[src/rtl/rtc_pkg.sv]
`timescale 1ns / 1ps
// Package for the relation transitive closure block: opcodes, controller
// states, select codes and the command/status structs. No dependencies.

package rtc_pkg;

  localparam int MAX_STATES_DEF = 32;
  localparam int ACT_W          = 6;
  localparam logic [ACT_W-1:0] ACTIVE_RESET = 6'd32;

  typedef enum logic [1:0] {
    OP_INSERT = 2'd0,
    OP_REFLEX = 2'd1,
    OP_TRANS  = 2'd2,
    OP_QUERY  = 2'd3
  } opcode_t;

  typedef enum logic [3:0] {
    S_IDLE,
    S_RESP,
    S_FIN,
    S_R_START,
    S_R_RD,
    S_R_WR,
    S_T_START,
    S_T_ROW_RD,
    S_T_LOAD,
    S_T_COL,
    S_T_WB,
    S_T_PASSEND
  } state_t;

  typedef enum logic [2:0] {
    RD_PORT,
    RD_ITEM,
    RD_ROW,
    RD_COL,
    RD_COL_NEXT
  } rd_sel_t;

  typedef enum logic [1:0] {
    WR_INSERT,
    WR_DIAG,
    WR_WORK
  } wr_sel_t;

  typedef struct packed {
    logic    latch;
    rd_sel_t rd_sel;
    logic    wr_en;
    wr_sel_t wr_sel;
    logic    row_clr;
    logic    row_inc;
    logic    col_clr;
    logic    col_inc;
    logic    load_work;
    logic    or_work;
    logic    clr_changed;
    logic    inc_pass;
    logic    set_refl;
  } cmd_t;

  typedef struct packed {
    logic zero_states;
    logic row_last;
    logic col_last;
    logic changed;
    logic insert_ok;
  } status_t;

endpackage

[src/rtl/rtc_datapath.sv]
`timescale 1ns / 1ps
// Datapath: relation row memory with valid bits, working row, loop counters,
// pass counter, reflexive mark and result formation. Depends on rtc_pkg.

module rtc_datapath #(
  parameter int MAX_STATES = rtc_pkg::MAX_STATES_DEF
) (
  input  logic                     clk,
  input  logic                     rst,
  input  rtc_pkg::cmd_t            cmd,
  output rtc_pkg::status_t         status,
  input  logic [1:0]               opcode,
  input  logic [4:0]               row_index,
  input  logic [4:0]               col_index,
  input  logic                     cfg_we,
  input  logic [rtc_pkg::ACT_W-1:0] active_states,
  output logic                     bit_value,
  output logic [7:0]               pass_total,
  output logic                     is_reflexive,
  output logic                     index_error
);

  localparam int RW = MAX_STATES;
  localparam int AW = (MAX_STATES > 1) ? $clog2(MAX_STATES) : 1;
  localparam int CW = $clog2(MAX_STATES + 1);
  localparam int NW = (CW > rtc_pkg::ACT_W) ? CW : rtc_pkg::ACT_W;

  logic [rtc_pkg::ACT_W-1:0] act_reg;
  logic [NW-1:0]             n_eff;
  logic [NW-1:0]             row_cnt;
  logic [NW-1:0]             col_cnt;
  logic [NW-1:0]             col_next;
  logic [RW-1:0]             mask;

  rtc_pkg::opcode_t op_q;
  logic [4:0]       row_q;
  logic [4:0]       col_q;

  logic [RW-1:0]       mem [MAX_STATES];
  logic [MAX_STATES-1:0] valid;
  logic [RW-1:0]       rdata_q;
  logic                rvalid_q;
  logic [RW-1:0]       rd_row;
  logic [AW-1:0]       rd_addr;
  logic [AW-1:0]       wr_addr;
  logic [RW-1:0]       wr_data;

  logic [RW-1:0] work;
  logic [RW-1:0] add_bits;
  logic          changed;
  logic [7:0]    pass_cnt;
  logic          refl_mark;
  logic          err;
  logic [RW-1:0] shifted;

  // Configuration register
  always_ff @(posedge clk) begin
    if (rst) begin
      act_reg <= rtc_pkg::ACTIVE_RESET;
    end else if (cfg_we) begin
      act_reg <= active_states;
    end
  end

  // Clamp the active size to the array size
  always_comb begin
    if (NW'(act_reg) > NW'(MAX_STATES)) begin
      n_eff = NW'(MAX_STATES);
    end else begin
      n_eff = NW'(act_reg);
    end
  end

  always_comb begin
    for (int i = 0; i < RW; i++) begin
      mask[i] = (NW'(i) < n_eff);
    end
  end

  // Latch the item fields at accept
  always_ff @(posedge clk) begin
    if (cmd.latch) begin
      op_q  <= rtc_pkg::opcode_t'(opcode);
      row_q <= row_index;
      col_q <= col_index;
    end
  end

  assign err = (NW'(row_q) >= n_eff) || (NW'(col_q) >= n_eff);

  // Loop counters
  assign col_next = col_cnt + NW'(1);

  always_ff @(posedge clk) begin
    if (rst) begin
      row_cnt <= '0;
      col_cnt <= '0;
    end else begin
      if (cmd.row_clr) begin
        row_cnt <= '0;
      end else if (cmd.row_inc) begin
        row_cnt <= row_cnt + NW'(1);
      end
      if (cmd.col_clr) begin
        col_cnt <= '0;
      end else if (cmd.col_inc) begin
        col_cnt <= col_next;
      end
    end
  end

  // Read address select
  always_comb begin
    case (cmd.rd_sel)
      rtc_pkg::RD_PORT:     rd_addr = AW'(row_index);
      rtc_pkg::RD_ITEM:     rd_addr = AW'(row_q);
      rtc_pkg::RD_ROW:      rd_addr = row_cnt[AW-1:0];
      rtc_pkg::RD_COL:      rd_addr = col_cnt[AW-1:0];
      rtc_pkg::RD_COL_NEXT: rd_addr = col_next[AW-1:0];
      default:              rd_addr = '0;
    endcase
  end

  // Write address and data select
  always_comb begin
    case (cmd.wr_sel)
      rtc_pkg::WR_INSERT: begin
        wr_addr = AW'(row_q);
        wr_data = rd_row | (RW'(1) << col_q);
      end
      rtc_pkg::WR_DIAG: begin
        wr_addr = row_cnt[AW-1:0];
        wr_data = rd_row | (RW'(1) << row_cnt);
      end
      rtc_pkg::WR_WORK: begin
        wr_addr = row_cnt[AW-1:0];
        wr_data = work;
      end
      default: begin
        wr_addr = '0;
        wr_data = '0;
      end
    endcase
  end

  // Row memory, registered read; a row never written reads as zero
  always_ff @(posedge clk) begin
    if (cmd.wr_en) begin
      mem[wr_addr] <= wr_data;
    end
    rdata_q  <= mem[rd_addr];
    rvalid_q <= valid[rd_addr];
  end

  always_ff @(posedge clk) begin
    if (rst) begin
      valid <= '0;
    end else if (cmd.wr_en) begin
      valid[wr_addr] <= 1'b1;
    end
  end

  assign rd_row = rvalid_q ? rdata_q : '0;

  // Working row for the closure pass
  assign add_bits = rd_row & mask & ~work;

  always_ff @(posedge clk) begin
    if (cmd.load_work) begin
      work <= rd_row;
    end else if (cmd.or_work && work[col_cnt[AW-1:0]]) begin
      work <= work | add_bits;
    end
  end

  always_ff @(posedge clk) begin
    if (rst) begin
      changed <= 1'b0;
    end else if (cmd.clr_changed) begin
      changed <= 1'b0;
    end else if (cmd.or_work && work[col_cnt[AW-1:0]] && (|add_bits)) begin
      changed <= 1'b1;
    end
  end

  // Pass counter, saturating
  always_ff @(posedge clk) begin
    if (rst) begin
      pass_cnt <= '0;
    end else if (cmd.inc_pass && (pass_cnt != 8'hFF)) begin
      pass_cnt <= pass_cnt + 8'd1;
    end
  end

  always_ff @(posedge clk) begin
    if (rst) begin
      refl_mark <= 1'b0;
    end else if (cmd.set_refl) begin
      refl_mark <= 1'b1;
    end
  end

  // Status to the controller
  assign status.zero_states = (n_eff == '0);
  assign status.row_last    = (row_cnt == n_eff - NW'(1));
  assign status.col_last    = (col_cnt == n_eff - NW'(1));
  assign status.changed     = changed;
  assign status.insert_ok   = (op_q == rtc_pkg::OP_INSERT) && !err;

  // Result fields
  assign shifted      = rd_row >> col_q;
  assign bit_value    = !err && (shifted[0] || (op_q == rtc_pkg::OP_INSERT));
  assign pass_total   = pass_cnt;
  assign is_reflexive = refl_mark;
  assign index_error  = err;

endmodule

[src/rtl/rtc_ctrl.sv]
`timescale 1ns / 1ps
// Controller state machine: sequences insert, query and both closures and
// drives the datapath commands. Depends on rtc_pkg.

module rtc_ctrl (
  input  logic              clk,
  input  logic              rst,
  input  logic              start,
  input  logic [1:0]        opcode,
  input  rtc_pkg::status_t  status,
  output rtc_pkg::cmd_t     cmd,
  output logic              busy,
  output logic              done
);

  rtc_pkg::state_t state;
  rtc_pkg::state_t state_next;

  always_ff @(posedge clk) begin
    if (rst) begin
      state <= rtc_pkg::S_IDLE;
    end else begin
      state <= state_next;
    end
  end

  always_comb begin
    state_next = state;
    cmd        = '0;
    cmd.rd_sel = rtc_pkg::RD_ITEM;
    cmd.wr_sel = rtc_pkg::WR_WORK;
    busy       = 1'b1;
    done       = 1'b0;
    case (state)
      rtc_pkg::S_IDLE: begin
        busy       = 1'b0;
        cmd.rd_sel = rtc_pkg::RD_PORT;
        if (start) begin
          cmd.latch = 1'b1;
          case (rtc_pkg::opcode_t'(opcode))
            rtc_pkg::OP_REFLEX: state_next = rtc_pkg::S_R_START;
            rtc_pkg::OP_TRANS:  state_next = rtc_pkg::S_T_START;
            default:            state_next = rtc_pkg::S_RESP;
          endcase
        end
      end
      rtc_pkg::S_RESP: begin
        done       = 1'b1;
        cmd.wr_sel = rtc_pkg::WR_INSERT;
        cmd.wr_en  = status.insert_ok;
        state_next = rtc_pkg::S_IDLE;
      end
      rtc_pkg::S_FIN: begin
        cmd.rd_sel = rtc_pkg::RD_ITEM;
        state_next = rtc_pkg::S_RESP;
      end
      rtc_pkg::S_R_START: begin
        cmd.row_clr  = 1'b1;
        cmd.set_refl = 1'b1;
        state_next   = status.zero_states ? rtc_pkg::S_FIN : rtc_pkg::S_R_RD;
      end
      rtc_pkg::S_R_RD: begin
        cmd.rd_sel = rtc_pkg::RD_ROW;
        state_next = rtc_pkg::S_R_WR;
      end
      rtc_pkg::S_R_WR: begin
        cmd.wr_en  = 1'b1;
        cmd.wr_sel = rtc_pkg::WR_DIAG;
        if (status.row_last) begin
          state_next = rtc_pkg::S_FIN;
        end else begin
          cmd.row_inc = 1'b1;
          state_next  = rtc_pkg::S_R_RD;
        end
      end
      rtc_pkg::S_T_START: begin
        cmd.row_clr     = 1'b1;
        cmd.clr_changed = 1'b1;
        state_next = status.zero_states ? rtc_pkg::S_T_PASSEND : rtc_pkg::S_T_ROW_RD;
      end
      rtc_pkg::S_T_ROW_RD: begin
        cmd.rd_sel  = rtc_pkg::RD_ROW;
        cmd.col_clr = 1'b1;
        state_next  = rtc_pkg::S_T_LOAD;
      end
      rtc_pkg::S_T_LOAD: begin
        cmd.load_work = 1'b1;
        cmd.rd_sel    = rtc_pkg::RD_COL;
        state_next    = rtc_pkg::S_T_COL;
      end
      rtc_pkg::S_T_COL: begin
        cmd.or_work = 1'b1;
        cmd.rd_sel  = rtc_pkg::RD_COL_NEXT;
        if (status.col_last) begin
          state_next = rtc_pkg::S_T_WB;
        end else begin
          cmd.col_inc = 1'b1;
        end
      end
      rtc_pkg::S_T_WB: begin
        cmd.wr_en  = 1'b1;
        cmd.wr_sel = rtc_pkg::WR_WORK;
        if (status.row_last) begin
          state_next = rtc_pkg::S_T_PASSEND;
        end else begin
          cmd.row_inc = 1'b1;
          state_next  = rtc_pkg::S_T_ROW_RD;
        end
      end
      rtc_pkg::S_T_PASSEND: begin
        cmd.inc_pass = 1'b1;
        state_next   = status.changed ? rtc_pkg::S_T_START : rtc_pkg::S_FIN;
      end
      default: begin
        state_next = rtc_pkg::S_IDLE;
      end
    endcase
  end

endmodule

[src/rtl/relation_transitive_closure_top.sv]
`timescale 1ns / 1ps
// Relation transitive closure top: boolean relation matrix with insert, query,
// reflexive and transitive closure. Insert and query: result in the cycle after
// the accept. Reflexive closure sets each active row's diagonal bit; transitive
// closure repeats passes over every row and column through the single
// row-memory read port until a pass adds no bit. Synchronous reset clears the
// matrix, pass count and reflexive mark; the receiver cannot stall.
// Depends on rtc_pkg, rtc_ctrl and rtc_datapath.

module relation_transitive_closure_top #(
  parameter int MAX_STATES = rtc_pkg::MAX_STATES_DEF
) (
  input  logic                      clk,
  input  logic                      rst,
  // Command channel: item taken when start is high and busy is low
  input  logic                      start,
  output logic                      busy,
  input  logic [1:0]                opcode,
  input  logic [4:0]                row_index,
  input  logic [4:0]                col_index,
  // Size register; write only while idle
  input  logic                      cfg_we,
  input  logic [rtc_pkg::ACT_W-1:0] active_states,
  // Result, valid for the single cycle that done is high
  output logic                      done,
  output logic                      bit_value,
  output logic [7:0]                pass_total,
  output logic                      is_reflexive,
  output logic                      index_error
);

  rtc_pkg::cmd_t    cmd;
  rtc_pkg::status_t status;

  // Sequencer: one item at a time, busy from accept until its result cycle
  rtc_ctrl u_ctrl (
    .clk    (clk),
    .rst    (rst),
    .start  (start),
    .opcode (opcode),
    .status (status),
    .cmd    (cmd),
    .busy   (busy),
    .done   (done)
  );

  // Row memory plus the closure working row; one column merged per cycle
  rtc_datapath #(
    .MAX_STATES (MAX_STATES)
  ) u_datapath (
    .clk           (clk),
    .rst           (rst),
    .cmd           (cmd),
    .status        (status),
    .opcode        (opcode),
    .row_index     (row_index),
    .col_index     (col_index),
    .cfg_we        (cfg_we),
    .active_states (active_states),
    .bit_value     (bit_value),
    .pass_total    (pass_total),
    .is_reflexive  (is_reflexive),
    .index_error   (index_error)
  );

endmodule
[config.mk]
export PLATFORM = sky130hd
export DESIGN_NAME = relation_transitive_closure_top
export DESIGN_NICKNAME = d
export VERILOG_FILES = /design/src/rtl/rtc_pkg.sv /design/src/rtl/rtc_datapath.sv /design/src/rtl/rtc_ctrl.sv /design/src/rtl/relation_transitive_closure_top.sv
export SDC_FILE = /design/constraint.sdc
export NUM_CORES = 2
export LEC_CHECK = 0
export ABC_AREA = 1
export BUFFER_PORTS_ARGS = -buffer_cell sky130_fd_sc_hd__buf_2
export CAP_MARGIN = 40
export CORE_MARGIN = 2
export CORE_UTILIZATION = 55
export CTS_BUF_LIST = sky130_fd_sc_hd__clkbuf_2 sky130_fd_sc_hd__clkbuf_4 sky130_fd_sc_hd__clkbuf_8
export CTS_CLUSTER_DIAMETER = 80
export DETAILED_ROUTE_END_ITERATION = 12
export PLACE_DENSITY = 0.74
export SYNTH_ARGS = -nofsm -noshare
export SYNTH_HDL_FRONTEND = slang
export SYNTH_SLANG_ARGS = --single-unit
[constraint.sdc]
create_clock -name clk -period 9.34 [get_ports clk]
set_input_delay 0.934 -clock clk [delete_from_list [all_inputs] [get_ports clk]]
set_output_delay 0.934 -clock clk [all_outputs]
set_load 0.005 [all_outputs]
==> impl_metrics.env <==
export IMPL_grt_pass1_vias=37362
export IMPL_multi_input_area_sq_um=15000
export IMPL_grt_util_all_layers_pct=31.1
export IMPL_drive_gt1_share_pct=10.3
export IMPL_crit_type="flip-flop to flip-flop"
export IMPL_num_rows=113
export IMPL_holdBufCountCts=0
export IMPL_synth_edf_count=1068
export IMPL_min_period_over_period_pct=52.2
export IMPL_die_width_microns=314
export IMPL_ys_flop_type="edfxtp_1"
export IMPL_die_y_microns=314
export IMPL_place_inst=6462
export IMPL_globalplace_congestion=1.01
export IMPL_path_clk_slew_ns=0.06
export IMPL_postCtsSetupRepairBufs=0
export IMPL_cts_made_buffers=186
export IMPL_ys_warn_count=0
export IMPL_grt_max_degree=181
export IMPL_cap_violations=0
export IMPL_drcViolationCount=0
export IMPL_critical_path_peak_fanout=26
export IMPL_synth_fp_nets=5408
export IMPL_slew_violations=0
export IMPL_final_setup_viol_count=0
export IMPL_end_kind="flip-flop"
export IMPL_ys_seq_area_share_pct=64.5
export IMPL_synthDistinctLibCells=43
export IMPL_clock_path_buffers=3
export IMPL_hp_class="input port to flip-flop"
export IMPL_finalHoldViolations=0
export IMPL_final_common_cell="nand2_1"
export IMPL_area_growth_pct=10.9
export IMPL_power_density_nw_per_um2=233
export IMPL_antenna_found_initial=2
export IMPL_netlist_area_sq_um=52800
export IMPL_reg2reg_slack_ns=4.46
export IMPL_vias=40012
export IMPL_cts_root_buffer="clkbuf_8"
export IMPL_slew_headroom_pct=31.5
export IMPL_clock_sinks=1165
export IMPL_largest_register="u_datapath.mem"
export IMPL_synthArstFlopShare_pct=0
export IMPL_die_area_sq_um=98400
export IMPL_cts_resized=0
export IMPL_layout_common_cells="nand2_1 (1340), nand3_1 (1200), edfxtp_1 (1068), inv_1 (676), clkbuf_8 (203)"
export IMPL_postRouteWirelength_microns=154000
export IMPL_start_kind="flip-flop"
export IMPL_fin_crit_ns=4.88
export IMPL_whs_path_depth=1
export IMPL_initial_core_util_pct=55.5
export IMPL_worstPathRequired_ns=9.82
export IMPL_final_util_pct=61.6
export IMPL_setup_tns_ns=0
export IMPL_detailed_place_hpwl_microns=81600
export IMPL_drtIter0Drc=5707
export IMPL_fin_skew_ns=0.0511
export IMPL_reg2reg_depth=10
export IMPL_peakVddDrop_mv=0.145
export IMPL_grt_pass1_wl_microns=229000
export IMPL_synth_seq_cells=1165
export IMPL_cts_tree="done"
export IMPL_synth_top_cell_area_share_pct=60.8
export IMPL_vias_per_cell=5.87
export IMPL_postSynthCellCount=5368
export IMPL_overflow=0
export IMPL_cts_max_level=4
export IMPL_portBuffers=34
export IMPL_ioPinCount=35
export IMPL_stdcell_count=6811
export IMPL_rsz0062_at_grt="no"
export IMPL_layout_nets=5425
export IMPL_yosys_area_top_type="edfxtp_1"
export IMPL_synthTopCellsByArea="edfxtp_1 (61%), nand3_1 (11%), nand2_1 (9.5%)"
export IMPL_leakagePower_nw=24.3
export IMPL_core_sq_um=95000
export IMPL_largest_reg_flops=1024
export IMPL_dr_pass1_iters=6
export IMPL_arrival_ns=5.36
export IMPL_status="finished clean"
export IMPL_clkLatencyLatePin_ns=0.88
export IMPL_wl_per_cell_microns=22.6
export IMPL_n_fill_cell=7613
export IMPL_tightest_slew_ns=1.03
export IMPL_seqCellArea_sq_um=34000
export IMPL_fmax_ghz=0.205
export IMPL_antenna_violating_nets_post_route=0
export IMPL_syn_area_per_cell_sq_um=9.83
## per-stage QoR
step	power [mW]	cell area (sq um)	hold slack (ns)	setup WS, ns
5_1_grt	14.2	58500	0.221	4.24
4_1_cts	13.6	58500	0.188	4.53
6_report	13.6	58500	0.268	4.46
2_1_floorplan	8.10	52800	0.425	5.60
3_3_place_gp	9.01	54100	0.446	4.64
3_5_place_dp	9.11	54600	0.452	4.64
## critical path: stages (launching register included)
cell and delay [ns]:
edfxtp_1 0.67, clkinv_1 0.65, ha_1 0.50, nand4_1 0.10, o211ai_1 0.10, nor2_1 0.22, nand3_1 0.10, nand2_1 0.65
nand2_1 0.37, nor2_4 0.49, buf_4 0.63
## layer usage
metal / share of wire [%] / wire [microns] / vias to the layer above / global-route usage (%)
li1: - / - / 18145 / -
met4: 4.2 / 6520 / 2 / 13.8
met1: 38 / 58100 / 18950 / 42.0
met5: 0.0071 / 11 / - / 0
met3: 12 / 18200 / 393 / 6.39
met2: 46 / 71300 / 2522 / 48.9
## kinds of logic (layout without fill, tap and decap cells)
group / Yosys count / after routing / share of synthesized area (%)
buffers and inverters: 1030 / 1207 / 7.65
DFF: 1165 / 1165 / 64.5
adders and majority gates: 18 / 18 / 0.427
xor gates and xnor gates: 12 / 12 / 0.199
other: 0 / 1 / 0
and+or+nand+nor: 2861 / 2861 / 24.4
AOI/OAI and AO/OA: 282 / 282 / 2.89
## power breakdown
group | switching, mW | internal (mW)
Sequential | 0.0919 | 5.91
Combinational | 2.25 | 0.825
Clock | 2.06 | 2.50
## cell type report
class,instances,share of cell area (%)
diodes,1,0.00428
clock buffers,282,5.79
clock inverters,66,0.947
inverters,712,4.58
multi-input cells,3173,25.6
flip-flops and latches,1165,58.1
well taps,1265,2.71
repair buffers,147,2.27
## synthesized netlist by cell type (2+ instances only)
master	number
inv_2	10
o22ai_1	2
nor2_2	6
nor2_1	135
ha_1	18
nor3_1	19
xor2_1	12
nand4_1	17
nor3b_1	2
a22oi_1	2
o21ai_0	105
nand2_1	1341
clkbuf_1	150
a211oi_1	6
a221oi_1	2
buf_2	135
nor4_1	3
o21ai_1	24
dfxtp_1	97
inv_1	700
o211ai_1	9
nand3_1	1200
nand3b_1	130
a31oi_1	9
o2111ai_1	4
clkinv_1	2
edfxtp_1	1068
buf_1	32
a21oi_1	111
nand2_2	4
## final timing paths
| path | startpoint | to |
|---|---|---|
| max | u_datapath.col_q[0] | u_datapath.mem[27][11] |
| min | col_index[1] | u_datapath.col_q[1] |
| max reg2reg | u_datapath.col_q[0] | u_datapath.mem[27][11] |
| min reg2reg | u_datapath.valid[18] | u_datapath.valid[18] |
(Power assumes the default switching activity.)
